<file path="config.mk">
export PLATFORM = sky130hd
export DESIGN_NAME = floor_texture_coordinate_caster
export DESIGN_NICKNAME = d
export VERILOG_FILES = /design/src/design/fltc_pkg.sv /design/src/design/floor_texture_coordinate_caster.sv /design/src/design/fltc_front.sv /design/src/design/fltc_queue.sv /design/src/design/fltc_div.sv /design/src/design/fltc_back.sv
export SDC_FILE = /design/constraint.sdc
export NUM_CORES = 2
export LEC_CHECK = 0
export BUFFER_PORTS_ARGS = -buffer_cell sky130_fd_sc_hd__buf_2
export CORE_ASPECT_RATIO = 0.8
export CORE_MARGIN = 4
export CORE_UTILIZATION = 50
export DETAILED_ROUTE_END_ITERATION = 6
export PLACE_DENSITY = 0.69
export SLEW_MARGIN = 0
export SYNTH_ARGS = -nofsm -noshare
export SYNTH_HDL_FRONTEND = slang
export SYNTH_SLANG_ARGS = --single-unit
</file>
<file path="constraint.sdc">
create_clock -name clk -period 8.6 [get_ports clk]
set_clock_uncertainty 0.05 [all_clocks]
set_input_delay 2.58 -clock clk [delete_from_list [all_inputs] [get_ports clk]]
set_output_delay 2.58 -clock clk [all_outputs]
set_load 0.005 [all_outputs]
</file>
<file path="src/design/fltc_pkg.sv">
package fltc_pkg;

	localparam int SCREEN_W_DEF = 640;
	localparam int SCREEN_H_DEF = 480;

	localparam int ROW_W = 9;
	localparam int COL_W = 10;
	localparam int POS_W = 24;
	localparam int VEC_W = 18;
	localparam int TEX_W = 11;
	localparam int TEXEL_W = 10;
	localparam int KIND_W = 2;
	localparam int CFG_IDX_W = 3;
	localparam int CFG_DATA_W = 24;
	localparam int ACC_W = 40;
	localparam int STEP_W = 32;
	localparam int FRAC_W = 20;
	localparam int TEX_MAX = 1024;
	localparam int QUEUE_DEPTH = 4;

	localparam logic [KIND_W-1:0] KIND_CEILING = 2'd0;
	localparam logic [KIND_W-1:0] KIND_FLOOR = 2'd1;
	localparam logic [KIND_W-1:0] KIND_UNTOUCHED = 2'd2;

	localparam logic [CFG_IDX_W-1:0] REG_POS_X = 3'd0;
	localparam logic [CFG_IDX_W-1:0] REG_POS_Y = 3'd1;
	localparam logic [CFG_IDX_W-1:0] REG_DIR_X = 3'd2;
	localparam logic [CFG_IDX_W-1:0] REG_DIR_Y = 3'd3;
	localparam logic [CFG_IDX_W-1:0] REG_PLANE_X = 3'd4;
	localparam logic [CFG_IDX_W-1:0] REG_PLANE_Y = 3'd5;
	localparam logic [CFG_IDX_W-1:0] REG_TEX_COLS = 3'd6;
	localparam logic [CFG_IDX_W-1:0] REG_TEX_ROWS = 3'd7;

	localparam logic signed [VEC_W-1:0] DIR_X_RST = 18'sd65536;
	localparam logic signed [VEC_W-1:0] PLANE_Y_RST = 18'sd43254;
	localparam logic [TEX_W-1:0] TEX_SIZE_RST = 11'd64;

	typedef struct packed {
		logic [ROW_W-1:0] row;
		logic [COL_W-1:0] col;
	} req_t;

	typedef struct packed {
		logic [KIND_W-1:0]  pixel_kind;
		logic [TEXEL_W-1:0] texel_x;
		logic [TEXEL_W-1:0] texel_y;
	} res_t;

	typedef struct packed {
		logic [POS_W-1:0]        pos_x;
		logic [POS_W-1:0]        pos_y;
		logic signed [VEC_W-1:0] dir_x;
		logic signed [VEC_W-1:0] dir_y;
		logic signed [VEC_W-1:0] plane_x;
		logic signed [VEC_W-1:0] plane_y;
		logic [TEX_W-1:0]        tex_cols;
		logic [TEX_W-1:0]        tex_rows;
	} cfg_t;

	// classified pixel waiting for the back end
	typedef struct packed {
		logic [KIND_W-1:0] kind;
		logic              texel_en;
		logic              setup;
		logic [ROW_W-1:0]  p;
	} cmd_t;

endpackage

</file>
<file path="src/design/floor_texture_coordinate_caster.sv">
// Floor casting pixel classifier.
// Requests on in_data (row, col) arrive in raster order over in_valid/in_ready;
// each gives exactly one result on out_data (pixel_kind, texel_x, texel_y) over
// out_valid/out_ready. Registers are written through cfg_we/cfg_index/cfg_data;
// the user writes them only while no request is in flight; the block does not enforce it.
// Each request passes through the queue, and its result is registered in the
// output register; ceiling, untouched and mid-row floor pixels stream at one per
// cycle while out_ready stays high. Column 0 of a floor row runs the row setup
// first: four divisions, for step x, step y, world x and world y in turn, on one
// shared bit-serial divider whose numerator is NUM_W = clog2(SCREEN_H/2 + 1) + 22
// bits wide.
// A four-entry queue sits between the classifier and the texel stage, so
// requests keep being taken while the divider runs or out_ready is low,
// until the queue fills; in_ready drops when it is full.
// When the receiver stalls, the result holds in the output register.
// Reset clears the queue, the world position and step state and loads the
// register reset values; no clearing pass is needed.
module floor_texture_coordinate_caster #(
	parameter int SCREEN_W = fltc_pkg::SCREEN_W_DEF,
	parameter int SCREEN_H = fltc_pkg::SCREEN_H_DEF
) (
	input  logic                            clk,
	input  logic                            arst_n,
	input  logic                            in_valid,
	output logic                            in_ready,
	input  fltc_pkg::req_t                  in_data,
	output logic                            out_valid,
	input  logic                            out_ready,
	output fltc_pkg::res_t                  out_data,
	input  logic                            cfg_we,
	input  logic [fltc_pkg::CFG_IDX_W-1:0]  cfg_index,
	input  logic [fltc_pkg::CFG_DATA_W-1:0] cfg_data
);

	fltc_pkg::cfg_t cfg_q;
	fltc_pkg::cmd_t cmd;
	fltc_pkg::cmd_t head;
	logic           full;
	logic           head_valid;
	logic           pop;

	always_ff @(posedge clk or negedge arst_n) begin
		if (!arst_n) begin
			cfg_q.pos_x <= '0;
			cfg_q.pos_y <= '0;
			cfg_q.dir_x <= fltc_pkg::DIR_X_RST;
			cfg_q.dir_y <= '0;
			cfg_q.plane_x <= '0;
			cfg_q.plane_y <= fltc_pkg::PLANE_Y_RST;
			cfg_q.tex_cols <= fltc_pkg::TEX_SIZE_RST;
			cfg_q.tex_rows <= fltc_pkg::TEX_SIZE_RST;
		end else if (cfg_we) begin
			unique case (cfg_index)
				fltc_pkg::REG_POS_X:    cfg_q.pos_x <= cfg_data[fltc_pkg::POS_W-1:0];
				fltc_pkg::REG_POS_Y:    cfg_q.pos_y <= cfg_data[fltc_pkg::POS_W-1:0];
				fltc_pkg::REG_DIR_X:    cfg_q.dir_x <= cfg_data[fltc_pkg::VEC_W-1:0];
				fltc_pkg::REG_DIR_Y:    cfg_q.dir_y <= cfg_data[fltc_pkg::VEC_W-1:0];
				fltc_pkg::REG_PLANE_X:  cfg_q.plane_x <= cfg_data[fltc_pkg::VEC_W-1:0];
				fltc_pkg::REG_PLANE_Y:  cfg_q.plane_y <= cfg_data[fltc_pkg::VEC_W-1:0];
				fltc_pkg::REG_TEX_COLS: cfg_q.tex_cols <= cfg_data[fltc_pkg::TEX_W-1:0];
				fltc_pkg::REG_TEX_ROWS: cfg_q.tex_rows <= cfg_data[fltc_pkg::TEX_W-1:0];
				default:                ;
			endcase
		end
	end

	fltc_front #(
		.SCREEN_W(SCREEN_W),
		.SCREEN_H(SCREEN_H)
	) u_front (
		.req     (in_data),
		.tex_cols(cfg_q.tex_cols),
		.cmd     (cmd)
	);

	assign in_ready = !full;

	fltc_queue u_queue (
		.clk       (clk),
		.arst_n    (arst_n),
		.push      (in_valid && !full),
		.push_data (cmd),
		.full      (full),
		.pop       (pop),
		.head_valid(head_valid),
		.head      (head)
	);

	fltc_back #(
		.SCREEN_W(SCREEN_W),
		.SCREEN_H(SCREEN_H)
	) u_back (
		.clk       (clk),
		.arst_n    (arst_n),
		.cfg       (cfg_q),
		.head_valid(head_valid),
		.head      (head),
		.pop       (pop),
		.out_valid (out_valid),
		.out_ready (out_ready),
		.out_data  (out_data)
	);

endmodule

</file>
<file path="src/design/fltc_front.sv">
module fltc_front #(
	parameter int SCREEN_W = fltc_pkg::SCREEN_W_DEF,
	parameter int SCREEN_H = fltc_pkg::SCREEN_H_DEF
) (
	input  fltc_pkg::req_t                  req,
	input  logic [fltc_pkg::TEX_W-1:0]      tex_cols,
	output fltc_pkg::cmd_t                  cmd
);

	localparam int H2 = SCREEN_H / 2;

	logic [fltc_pkg::ROW_W-1:0] p_raw;

	always_comb begin
		cmd = '0;
		cmd.kind = fltc_pkg::KIND_UNTOUCHED;
		// offset below the horizon, forced odd so even rows repeat the one above
		p_raw = req.row - fltc_pkg::ROW_W'(H2);
		cmd.p = p_raw[0] ? p_raw : p_raw - 1'b1;
		if (32'(req.row) >= 32'(SCREEN_H) || 32'(req.col) >= 32'(SCREEN_W)) begin
			cmd.kind = fltc_pkg::KIND_UNTOUCHED;
		end else if (32'(req.row) < 32'(H2)) begin
			cmd.kind = fltc_pkg::KIND_CEILING;
		end else if (32'(req.row) == 32'(H2) || tex_cols == '0) begin
			cmd.kind = fltc_pkg::KIND_UNTOUCHED;
		end else begin
			cmd.kind = fltc_pkg::KIND_FLOOR;
			cmd.texel_en = 1'b1;
			cmd.setup = (req.col == '0);
		end
	end

endmodule

</file>
<file path="src/design/fltc_queue.sv">
module fltc_queue (
	input  logic           clk,
	input  logic           arst_n,
	input  logic           push,
	input  fltc_pkg::cmd_t push_data,
	output logic           full,
	input  logic           pop,
	output logic           head_valid,
	output fltc_pkg::cmd_t head
);

	localparam int PTR_W = $clog2(fltc_pkg::QUEUE_DEPTH);

	fltc_pkg::cmd_t   mem_q [fltc_pkg::QUEUE_DEPTH];
	logic [PTR_W-1:0] wr_ptr_q;
	logic [PTR_W-1:0] rd_ptr_q;
	logic [PTR_W:0]   count_q;

	always_ff @(posedge clk) begin
		if (push) begin
			mem_q[wr_ptr_q] <= push_data;
		end
	end

	always_ff @(posedge clk or negedge arst_n) begin
		if (!arst_n) begin
			wr_ptr_q <= '0;
			rd_ptr_q <= '0;
			count_q <= '0;
		end else begin
			if (push) begin
				wr_ptr_q <= wr_ptr_q + 1'b1;
			end
			if (pop) begin
				rd_ptr_q <= rd_ptr_q + 1'b1;
			end
			count_q <= count_q + (PTR_W+1)'(push) - (PTR_W+1)'(pop);
		end
	end

	assign full = (count_q == (PTR_W+1)'(fltc_pkg::QUEUE_DEPTH));
	assign head_valid = (count_q != '0);
	assign head = mem_q[rd_ptr_q];

endmodule

</file>
<file path="src/design/fltc_div.sv">
module fltc_div #(
	parameter int NUM_W = 30,
	parameter int DEN_W = 19
) (
	input  logic                       clk,
	input  logic                       arst_n,
	input  logic                       start,
	input  logic [NUM_W-1:0]           num_mag,
	input  logic                       neg,
	input  logic [DEN_W-1:0]           den,
	output logic                       done,
	output logic [fltc_pkg::ACC_W-1:0] quot
);

	localparam int CNT_W = $clog2(NUM_W + 1);

	logic [DEN_W-1:0]           rem_q;
	logic [DEN_W-1:0]           den_q;
	logic [NUM_W-1:0]           quo_q;
	logic                       neg_q;
	logic [CNT_W-1:0]           cnt_q;
	logic                       busy_q;
	logic                       done_q;
	logic [DEN_W:0]             shifted;
	logic [DEN_W:0]             diff;
	logic                       ge;
	logic [fltc_pkg::ACC_W-1:0] quo_ext;

	// restoring division, one quotient bit per cycle
	always_comb begin
		shifted = {rem_q, quo_q[NUM_W-1]};
		diff = shifted - {1'b0, den_q};
		ge = !diff[DEN_W];
	end

	always_ff @(posedge clk) begin
		if (start) begin
			rem_q <= '0;
			quo_q <= num_mag;
			den_q <= den;
			neg_q <= neg;
		end else if (busy_q) begin
			rem_q <= ge ? diff[DEN_W-1:0] : shifted[DEN_W-1:0];
			quo_q <= {quo_q[NUM_W-2:0], ge};
		end
	end

	always_ff @(posedge clk or negedge arst_n) begin
		if (!arst_n) begin
			busy_q <= 1'b0;
			cnt_q <= '0;
			done_q <= 1'b0;
		end else begin
			done_q <= 1'b0;
			if (start) begin
				busy_q <= 1'b1;
				cnt_q <= '0;
			end else if (busy_q) begin
				cnt_q <= cnt_q + 1'b1;
				if (cnt_q == CNT_W'(NUM_W - 1)) begin
					busy_q <= 1'b0;
					done_q <= 1'b1;
				end
			end
		end
	end

	// floor on negative numerators: -q, one further down if a remainder is left
	assign quo_ext = {{(fltc_pkg::ACC_W - NUM_W){1'b0}}, quo_q};
	assign quot = neg_q ? (~quo_ext + fltc_pkg::ACC_W'(rem_q == '0)) : quo_ext;
	assign done = done_q;

endmodule

</file>
<file path="src/design/fltc_back.sv">
module fltc_back #(
	parameter int SCREEN_W = fltc_pkg::SCREEN_W_DEF,
	parameter int SCREEN_H = fltc_pkg::SCREEN_H_DEF
) (
	input  logic           clk,
	input  logic           arst_n,
	input  fltc_pkg::cfg_t cfg,
	input  logic           head_valid,
	input  fltc_pkg::cmd_t head,
	output logic           pop,
	output logic           out_valid,
	input  logic           out_ready,
	output fltc_pkg::res_t out_data
);

	localparam int H2 = SCREEN_H / 2;
	localparam int H2_W = $clog2(H2 + 1);
	localparam int NUM_W = H2_W + 22;
	localparam int DEN_W = fltc_pkg::ROW_W + $clog2(SCREEN_W + 1);
	localparam int ACC_W = fltc_pkg::ACC_W;
	localparam int STEP_W = fltc_pkg::STEP_W;
	localparam int OPER_W = fltc_pkg::VEC_W + 1;
	localparam logic signed [NUM_W:0] H2_S = (NUM_W+1)'(H2);

	localparam logic [1:0] ST_RUN = 2'd0;
	localparam logic [1:0] ST_START = 2'd1;
	localparam logic [1:0] ST_DIV = 2'd2;

	localparam logic [1:0] DIV_STEP_X = 2'd0;
	localparam logic [1:0] DIV_STEP_Y = 2'd1;
	localparam logic [1:0] DIV_ACC_X = 2'd2;
	localparam logic [1:0] DIV_ACC_Y = 2'd3;

	logic [1:0]               state_q;
	logic [1:0]               idx_q;
	logic                     setup_done_q;
	logic [ACC_W-1:0]         acc_x_q;
	logic [ACC_W-1:0]         acc_y_q;
	logic [STEP_W-1:0]        step_x_q;
	logic [STEP_W-1:0]        step_y_q;
	logic                     out_valid_q;
	fltc_pkg::res_t           out_q;
	logic                     can_emit;
	logic                     go_setup;
	logic signed [OPER_W-1:0] oper;
	logic signed [NUM_W:0]    prod;
	logic signed [NUM_W:0]    num_s;
	logic [NUM_W-1:0]         num_mag;
	logic                     num_neg;
	logic [DEN_W-1:0]         den;
	logic                     div_done;
	logic [ACC_W-1:0]         div_quot;

	// texel = (pos*size >> 20) mod size, which is the fraction times size
	function automatic logic [fltc_pkg::TEXEL_W-1:0] texel_of(
		input logic [fltc_pkg::ACC_W-1:0] acc,
		input logic [fltc_pkg::TEX_W-1:0] size
	);
		logic [fltc_pkg::TEX_W-1:0]                   sz;
		logic [fltc_pkg::FRAC_W-1:0]                  frac;
		logic [fltc_pkg::FRAC_W+fltc_pkg::TEX_W-1:0]  mul;
		logic [fltc_pkg::TEX_W-1:0]                   r;
		logic [fltc_pkg::TEX_W-1:0]                   res;
		sz = (size > fltc_pkg::TEX_W'(fltc_pkg::TEX_MAX)) ?
			fltc_pkg::TEX_W'(fltc_pkg::TEX_MAX) : size;
		frac = acc[fltc_pkg::ACC_W-1] ?
			fltc_pkg::FRAC_W'(-acc[fltc_pkg::FRAC_W-1:0]) : acc[fltc_pkg::FRAC_W-1:0];
		mul = (fltc_pkg::FRAC_W+fltc_pkg::TEX_W)'(frac) *
			(fltc_pkg::FRAC_W+fltc_pkg::TEX_W)'(sz);
		r = mul[fltc_pkg::FRAC_W+fltc_pkg::TEX_W-1:fltc_pkg::FRAC_W];
		res = (acc[fltc_pkg::ACC_W-1] && r != '0) ? sz - r : r;
		return res[fltc_pkg::TEXEL_W-1:0];
	endfunction

	assign can_emit = (state_q == ST_RUN) && head_valid && (!head.setup || setup_done_q) &&
		(!out_valid_q || out_ready);
	assign go_setup = (state_q == ST_RUN) && head_valid && head.setup && !setup_done_q;
	assign pop = can_emit;

	// numerator and divisor of the division selected by idx_q
	always_comb begin
		unique case (idx_q)
			DIV_STEP_X: oper = OPER_W'(cfg.plane_x);
			DIV_STEP_Y: oper = OPER_W'(cfg.plane_y);
			DIV_ACC_X:  oper = OPER_W'(cfg.dir_x) - OPER_W'(cfg.plane_x);
			DIV_ACC_Y:  oper = OPER_W'(cfg.dir_y) - OPER_W'(cfg.plane_y);
			default:    oper = '0;
		endcase
		prod = H2_S * (NUM_W+1)'(oper);
		num_s = idx_q[1] ? (prod <<< 4) : (prod <<< 5);
		num_neg = num_s[NUM_W];
		num_mag = num_neg ? NUM_W'(-num_s) : num_s[NUM_W-1:0];
		den = idx_q[1] ? DEN_W'(head.p) : DEN_W'(head.p) * DEN_W'(SCREEN_W);
	end

	fltc_div #(
		.NUM_W(NUM_W),
		.DEN_W(DEN_W)
	) u_div (
		.clk    (clk),
		.arst_n (arst_n),
		.start  (state_q == ST_START),
		.num_mag(num_mag),
		.neg    (num_neg),
		.den    (den),
		.done   (div_done),
		.quot   (div_quot)
	);

	always_ff @(posedge clk or negedge arst_n) begin
		if (!arst_n) begin
			state_q <= ST_RUN;
			idx_q <= DIV_STEP_X;
			setup_done_q <= 1'b0;
			acc_x_q <= '0;
			acc_y_q <= '0;
			step_x_q <= '0;
			step_y_q <= '0;
			out_valid_q <= 1'b0;
		end else begin
			if (can_emit) begin
				out_valid_q <= 1'b1;
				setup_done_q <= 1'b0;
				if (head.texel_en) begin
					acc_x_q <= acc_x_q + {{(ACC_W-STEP_W){step_x_q[STEP_W-1]}}, step_x_q};
					acc_y_q <= acc_y_q + {{(ACC_W-STEP_W){step_y_q[STEP_W-1]}}, step_y_q};
				end
			end else if (out_ready) begin
				out_valid_q <= 1'b0;
			end
			unique case (state_q)
				ST_RUN: begin
					if (go_setup) begin
						idx_q <= DIV_STEP_X;
						state_q <= ST_START;
					end
				end
				ST_START: begin
					state_q <= ST_DIV;
				end
				ST_DIV: begin
					if (div_done) begin
						unique case (idx_q)
							DIV_STEP_X: step_x_q <= div_quot[STEP_W-1:0];
							DIV_STEP_Y: step_y_q <= div_quot[STEP_W-1:0];
							DIV_ACC_X:  acc_x_q <= ACC_W'({cfg.pos_x, 4'b0}) + div_quot;
							DIV_ACC_Y:  acc_y_q <= ACC_W'({cfg.pos_y, 4'b0}) + div_quot;
							default:    ;
						endcase
						if (idx_q == DIV_ACC_Y) begin
							setup_done_q <= 1'b1;
							state_q <= ST_RUN;
						end else begin
							idx_q <= idx_q + 1'b1;
							state_q <= ST_START;
						end
					end
				end
				default: state_q <= ST_RUN;
			endcase
		end
	end

	always_ff @(posedge clk) begin
		if (can_emit) begin
			out_q.pixel_kind <= head.kind;
			out_q.texel_x <= head.texel_en ? texel_of(acc_x_q, cfg.tex_cols) : '0;
			out_q.texel_y <= head.texel_en ? texel_of(acc_y_q, cfg.tex_rows) : '0;
		end
	end

	assign out_valid = out_valid_q;
	assign out_data = out_q;

endmodule

</file>
== Yosys cells after proc, flatten, opt, wreduce, memory -nomap -nowiden ==
Memory sizes are Yosys's and may differ from the RTL's.
Index checks and enable logic that the tools add are counted.

* Magnitude comparators: 5
* Mux-type cells: 55
* Add/subtract/negate cells: 21
* Bitwise gates (word level): 1
* Eq/ne operators: 18
* Reduce and logical (&&, ||, !) cells: 41
* Multipliers: 4

{| class="wikitable"
|+ Operator list
! cell !! number
|-
| $mux W40 || 11
|-
| $mux W30 || 3
|-
| $add A28 B40 Y40 || 2
|-
| $add A40 B40 Y40 || 2
|-
| $pmux W19 S4 || 1
|-
| $mul A20 B11 Y31 || 2
|-
| $add A40 B1 Y40 || 1
|-
| $mux W20 || 2
|-
| $neg A20 Y20 || 2
|-
| $not A30 Y40 || 1
|-
| $sub A18 B18 Y19 || 2
|-
| $mux W31 || 1
|-
| $neg A30 Y30 || 1
|-
| $mul A5 B19 Y23 const A || 1
|-
| $gt A11 B11 Y1 const B || 2
|-
| $mux W11 || 2
|-
| $mux W2 || 11
|-
| $reduce_bool A11 Y1 || 2
|-
| $mux W10 || 2
|-
| $sub A10 B10 Y10 || 2
|-
| $sub A20 B19 Y20 || 1
|-
| $logic_not A19 Y1 || 1
|-
| $mux W19 || 1
|-
| $mux W9 || 2
|-
| 35 further kinds || 87
|}

* Register bits: 397
* Memories kept: 1
* Word-level logic and storage cells: 177
* Memory bits (writable): 52

{| class="wikitable"
|+ Memories
! name !! depth !! width !! rd ports !! clocked after Yosys merged registers in !! wr ports !! line !! source
|-
| u_queue.mem_q || 4 || 13 || 1 || 0 || 1 || fltc_queue.sv:14 || <nowiki>fltc_pkg::cmd_t mem_q [fltc_pkg::QUEUE_DEPTH];</nowiki>
|}

== Longest topological paths before layout ==
An unclocked memory read counts as a cell.

* Depth in word-level cells: 9
* Mapped depth: 40
* Mapped depth without buffers: 39

== By module ==
From an unflattened synthesis, not the netlist that was laid out.

* Cells, all modules: 5209
* Area total of the unflattened synthesis: 47958.5 µm²

{| class="wikitable"
|+ Modules (own cells, without submodules)
! module !! area each (µm²) !! cells an instance !! instances !! sequential area each (µm²)
|-
| fltc_back || 35017.3 || 4255 || 1 || 4414.2
|-
| floor_texture_coordinate_caster || 5440.2 || 311 || 1 || 3568.4
|-
| fltc_div || 4777.1 || 481 || 1 || 2057.0
|-
| fltc_queue || 2296.0 || 102 || 1 || 1736.7
|-
| fltc_front || 427.9 || 60 || 1 || 0.0
|}

== Least setup slack after synthesis ==
No wires, ideal clock.

* Path type: reg2reg
* From: register u_back.acc_x_q[0]
* To: register u_back.out_q (netlist bit u_back.out_data[19]) (data pin)
* Arrival: 8.995 ns
* Required time: 8.403 ns
* Path buffers: 1
* Stages on the path, launching flop included: 39
* Slack: -0.592 ns
* Period minus slack after synthesis: 9.192 ns
* Cell sequence: dfrtp_1 > clkbuf_1 > nor3_1 > nand2_1 > or3_1 > or3_1 > or4_1 > o41ai_1 > xnor2_1 > nand2_1 > fa_1 > fa_1 > inv_1 > fa_1 > fa_1 > inv_1 > fa_1 > inv_1 > [3 not listed] > a211oi_1 > o21ai_0 > a31oi_2 > o21bai_1 > xnor2_1 > ha_1 > nor2b_1 > o21ai_0 > a21boi_0 > o21ai_0 > a21oi_1 > o21ai_0 > a21oi_1 > o21ai_0 > and3_1 > o21ai_0 > or3b_2 > a21oi_1

* Word-level cells in the longest chain between the ends: 6
* Elaborated cells between the ends (all ways): 7
* Classes of those cells: 2 x add/sub; 1 x mul; 2 x mux; 2 x reduce/logical

{| class="wikitable"
|+ RTL lines
! what !! line !! source
|-
| start, declared || fltc_back.sv:37 || <nowiki>logic [ACC_W-1:0] acc_x_q;</nowiki>
|-
| start signal, assigned || fltc_back.sv:125 || <nowiki>acc_x_q <= acc_x_q + {{(ACC_W-STEP_W){step_x_q[STEP_W-1]}}, step_x_q};</nowiki>
|-
| start signal, assigned || fltc_back.sv:146 || <nowiki>DIV_ACC_X: acc_x_q <= ACC_W'({cfg.pos_x, 4'b0}) + div_quot;</nowiki>
|-
| $neg A20 Y20 || fltc_back.sv:67 || <nowiki>fltc_pkg::FRAC_W'(-acc[fltc_pkg::FRAC_W-1:0]) : acc[fltc_pkg::FRAC_W-1:0];</nowiki>
|-
| $mux W20 (*) || fltc_back.sv:66 || <nowiki>frac = acc[fltc_pkg::ACC_W-1] ?</nowiki>
|-
| $mul A20 B11 Y31 (*) || fltc_back.sv:68 || <nowiki>mul = (fltc_pkg::FRAC_W+fltc_pkg::TEX_W)'(frac) *</nowiki>
|-
| branches (longest 2 deep; another with $sub A10 B10 Y10) || n/a ||
|-
| $mux W10 (*) || fltc_back.sv:71 || <nowiki>res = (acc[fltc_pkg::ACC_W-1] && r != '0) ? sz - r : r;</nowiki>
|-
| end, declared || fltc_back.sv:42 || <nowiki>fltc_pkg::res_t out_q;</nowiki>
|}

Every way passes the cells marked *.
A chain may end at the register's enable or synchronous reset.

== Worst setup path after layout ==
* From: register u_back.acc_x_q[4]
* To: register u_back.out_q (netlist bit u_back.out_data[19]) (data pin)

The elaborated chain is that of the path after synthesis.

==> insert_results.sql <==
INSERT INTO impl_metrics (metric_group, metric, value, unit) VALUES
('outcome', 'outcome', 'finished, violations left', ''),
('outcome', 'violations', 'setup timing', ''),
('timing', 'report.final.setup_viol', '4', ''),
('timing', 'slew_viol_final', '0', ''),
('global_route', 'grt_start_max_net_pins', '101', ''),
('worst_setup_path', 'largest_delay_share_family_worst_path', 'adder cells', ''),
('timing', 'rsz0062_at_grt', 'true', ''),
('clock_network', 'cts.sink_count', '441', ''),
('placed_design', 'placer_congestion_estimate', '0.927', ''),
('yosys', 'asyncSetResetFlopFracSynth', '0.694', ''),
('clock_network', 'cts_hold_buf', '0', ''),
('global_route', 'antenna_found_initial', '2', ''),
('yosys', 'synth_top_cell_by_area', 'dfrtp_1', ''),
('timing', 'tightest_slew', '1.28', 'ns'),
('global_route', 'grt.overflow.total', '0', ''),
('finish', 'layout_common_cells', 'inv_1 (612), nand2_1 (574), ha_1 (395)', ''),
('worst_setup_path', 'critical_path_required', '9.02', 'ns'),
('timing', 'timing_hold_violations_final', '0', ''),
('yosys', 'most_instantiated_flip_flop_cell_in_the_synthesis_netlist', 'dfrtp_1', ''),
('worst_setup_path', 'crit_path_start_kind', 'flip-flop', ''),
('yosys', 'synth_nets', '5871', ''),
('timing', 'maxSlewHeadroom', '0.142', ''),
('timing', 'period_share', '1.03', ''),
('finish', 'finish.net_count', '6065', ''),
('floorplan', 'placementRows', '98', ''),
('yosys', 'postSynthCellCount', '5049', ''),
('floorplan', 'die_height', '278', 'um'),
('routing', 'detail_route.iter0.violations', '2799', ''),
('routing', 'drt_first_pass_iters', '6', ''),
('global_route', 'first_global_vias', '36600', ''),
('timing', 'fmax', '113', 'MHz'),
('placed_design', 'placement.io_buffers', '74', ''),
('clock_network', 'cts_made_buffers', '50', ''),
('floorplan', 'die_w', '346', 'um'),
('clock_network', 'cts_buffer_depth', '3', ''),
('worst_setup_path', 'cp.arrival', '9.28', 'ns'),
('yosys', 'synth_seq_area_share', '0.253', ''),
('yosys', 'post_synth_num_cell_types', '102', ''),
('finish', 'design_area', '51400', 'um2'),
('placed_design', 'place_area', '48500', 'um2'),
('yosys', 'synth.area.top_cells', 'dfrtp_1 (16%), fa_1 (16%), ha_1 (11%), edfxtp_1 (7.6%), inv_1 (5.1%)', ''),
('floorplan', 'design.core.area', '89900', 'um2'),
('yosys', 'yosys.area.top_type_share', '0.161', ''),
('placed_design', 'detailed_placer_s_ending_hpwl', '93100', 'um'),
('run', 'max_cap_violations', '0', ''),
('finish', 'layout-drive-gt1-share', '0.144', ''),
('yosys', 'avgSynthCellArea', '9.03', 'um2'),
('global_route', 'grt_pass1_wl', '197000', 'um'),
('yosys', 'synth-edff-count', '116', ''),
('routing', 'vias_per_cell', '5.70', ''),
('worst_setup_path', 'critical_path.n_buffers_inverters', '3', ''),
('worst_setup_path', 'timing.setup.critical_path_class', 'reg2reg', ''),
('floorplan', 'die_area', '96100', 'um2'),
('routing', 'route.detailed.wl_per_inst', '18.7', 'um'),
('worst_setup_path', 'critPathCaptureType', 'flip-flop', ''),
('worst_setup_path', 'worst_path_most_repeated_cell', 'fa_1', ''),
('clock_network', 'cts_tree', 'yes', ''),
('global_route', 'grtUsageTotal', '0.250', ''),
('clock_network', 'clock-root-buffer', 'clkbuf_16', ''),
('yosys', 'ys_warn_count', '0', ''),
('worst_hold_path', 'min-delay-path-class', 'reg2reg', ''),
('routing', 'antenna_left', '0', ''),
('floorplan', 'pin_count', '75', ''),
('finish', 'layout.filler_cells', '7902', ''),
('clock_network', 'htree_levels', '2', ''),
('routing', 'route.vias.total', '37000', ''),
('worst_setup_path', 'critical_path.slowest_cell', 'or4_4', ''),
('timing', 'summed_negative_setup_slack_over_all_endpoints', '-0.650', 'ns'),
('yosys', 'synthesis.area', '45600', 'um2'),
('finish', 'mostFrequentLayoutCell', 'inv_1', ''),
('worst_setup_path', 'critical_path.max_stage_delay', '0.54', 'ns'),
('routing', 'postRouteWirelength', '121000', 'um'),
('placed_design', 'pre_cts_ws', '-0.286', 'ns'),
('clock_network', 'clkSlewWorstSetupHoldPaths', '0.07', 'ns'),
('clock_network', 'clock_latency', '0.66', 'ns'),
('finish', 'synthToLayoutAreaGrowth', '12.7', '%'),
('yosys', 'ys_seq_elements', '441', ''),
('worst_setup_path', 'maximum_fanout_encountered_on_the_critical_timing_path', '3', ''),
('timing', 'min_period', '8.86', 'ns'),
('floorplan', 'initial_utilization', '0.507', ''),
('routing', 'drc', '0', ''),
('timing', 'layout_setup_ws', '-0.264', 'ns');
[final timing paths]
check,from,end,slack (ns),cells after the start
min in group asynchronous,arst_n,u_queue.wr_ptr_q[1]$_DFFE_PN0P_,1.93,1
setup reg to reg,u_back.acc_x_q[4]$_DFF_PN0_,u_back.out_data[19]$_SDFFCE_PN0P_,-0.26,37
hold / removal,u_back.step_y_q[2]$_DFFE_PN0P_,u_back.step_y_q[2]$_DFFE_PN0P_,0.44,2
setup / recovery,u_back.acc_x_q[4]$_DFF_PN0_,u_back.out_data[19]$_SDFFCE_PN0P_,-0.26,37
hold reg to reg,u_back.step_y_q[2]$_DFFE_PN0P_,u_back.step_y_q[2]$_DFFE_PN0P_,0.44,2
max in group asynchronous,arst_n,cfg_q[0]$_DFFE_PN0P_,5.05,2
[cells by family (layout without fill, tap and decap cells)]
logic type / Yosys count / in the layout / share of synthesized area
other: 0 / 1 / 0
DFF: 441 / 441 / 0.253
muxes: 182 / 182 / 0.0465
and+or+nand+nor: 1415 / 1415 / 0.144
AOI/OAI and AO/OA: 1104 / 1104 / 0.155
xor gates and xnor gates: 324 / 324 / 0.0624
buffers and inverters: 812 / 1048 / 0.0673
adders and majority gates: 771 / 771 / 0.272
[Yosys cell counts, drive strengths merged (27+ instances only)]
| master | number |
|---|---|
| a211oi | 63 |
| a21o | 127 |
| a21oi | 286 |
| a31oi | 39 |
| and2 | 91 |
| and3 | 32 |
| clkbuf | 166 |
| dfrtp | 294 |
| edfxtp | 116 |
| fa | 364 |
| ha | 407 |
| inv | 625 |
| mux2 | 138 |
| mux2i | 34 |
| nand2 | 584 |
| nand2b | 57 |
| nand3 | 52 |
| nand4 | 30 |
| nor2 | 330 |
| nor2b | 47 |
| nor3 | 70 |
| o211ai | 27 |
| o21a | 36 |
| o21ai | 287 |
| o21bai | 33 |
| o31ai | 47 |
| or3 | 29 |
| xnor2 | 185 |
| xor2 | 139 |
[worst reg2reg max path: cells and delay by family, from the launching register on]
family / cells / cell delay [ns]
adders and majority gates: 7 / 2.99
and+or+nand+nor: 7 / 1.99
AOI/OAI and AO/OA: 18 / 2.85
buffers and inverters: 3 / 0.15
xor gates and xnor gates: 2 / 0.36
DFF: 1 / 0.38
[sequential cells by signal (all words and copies together), names as in the netlist, 2 cells and up]
name / flops
u_back.u_div.den_q: 19
u_back.u_div.rem_q: 19
u_back.acc_x_q: 40
u_back.step_x_q: 32
u_back.out_data: 22
u_back.acc_y_q: 40
u_back.u_div.quo_q: 30
u_back.idx_q: 2
u_queue.mem_q: 44
u_back.state_q: 2
u_queue.count_q: 3
u_queue.wr_ptr_q: 2
u_back.u_div.cnt_q: 5
cfg_q: 142
u_queue.rd_ptr_q: 2
u_back.step_y_q: 32
[repair_timing]
action                                  4_1_cts  5_1_grt
endpoints found under the setup margin       11       33
buffers inserted                             48       23
pin swaps                                    79      101
gates resized for setup                      47       99
[per-stage QoR]
| step | utilization | cells | hold slack (ns) |
|---|---|---|---|
| after floorplan | - | 5049 | 0.406 |
| after global placement | 0.539 | 6339 | 0.424 |
| after detailed placement | 0.539 | 6339 | 0.427 |
| after CTS | 0.566 | 6480 | 0.440 |
| after global routing | 0.572 | 6485 | 0.463 |
| final | 0.572 | 6486 | 0.441 |
[layer usage]
metal | wire [um] | vias to the layer above | part of all wire | track usage
met5 | 0 | - | 0 | 0
met4 | 3050 | 0 | 0.025 | 0.0617
met3 | 7540 | 181 | 0.062 | 0.0358
met2 | 53200 | 1047 | 0.44 | 0.392
met1 | 57600 | 18200 | 0.47 | 0.367
li1 | - | 17600 | - | -
[layout make-up]
type	instances	area, um2	share of cell area
multi-input combinational	3796	31800	0.620
clock buffer	61	1390	0.0271
tap	1200	1500	0.0292
clock inverter	33	415	0.00808
sequential	441	11500	0.225
antenna	1	2.50	0.0000487
timing repair buffer	326	2340	0.0456
inverter	628	2360	0.0459
Power is left out: the tool's default activity adds up to more than one toggle a clock period on the data nets, which glitch-free logic cannot reach.
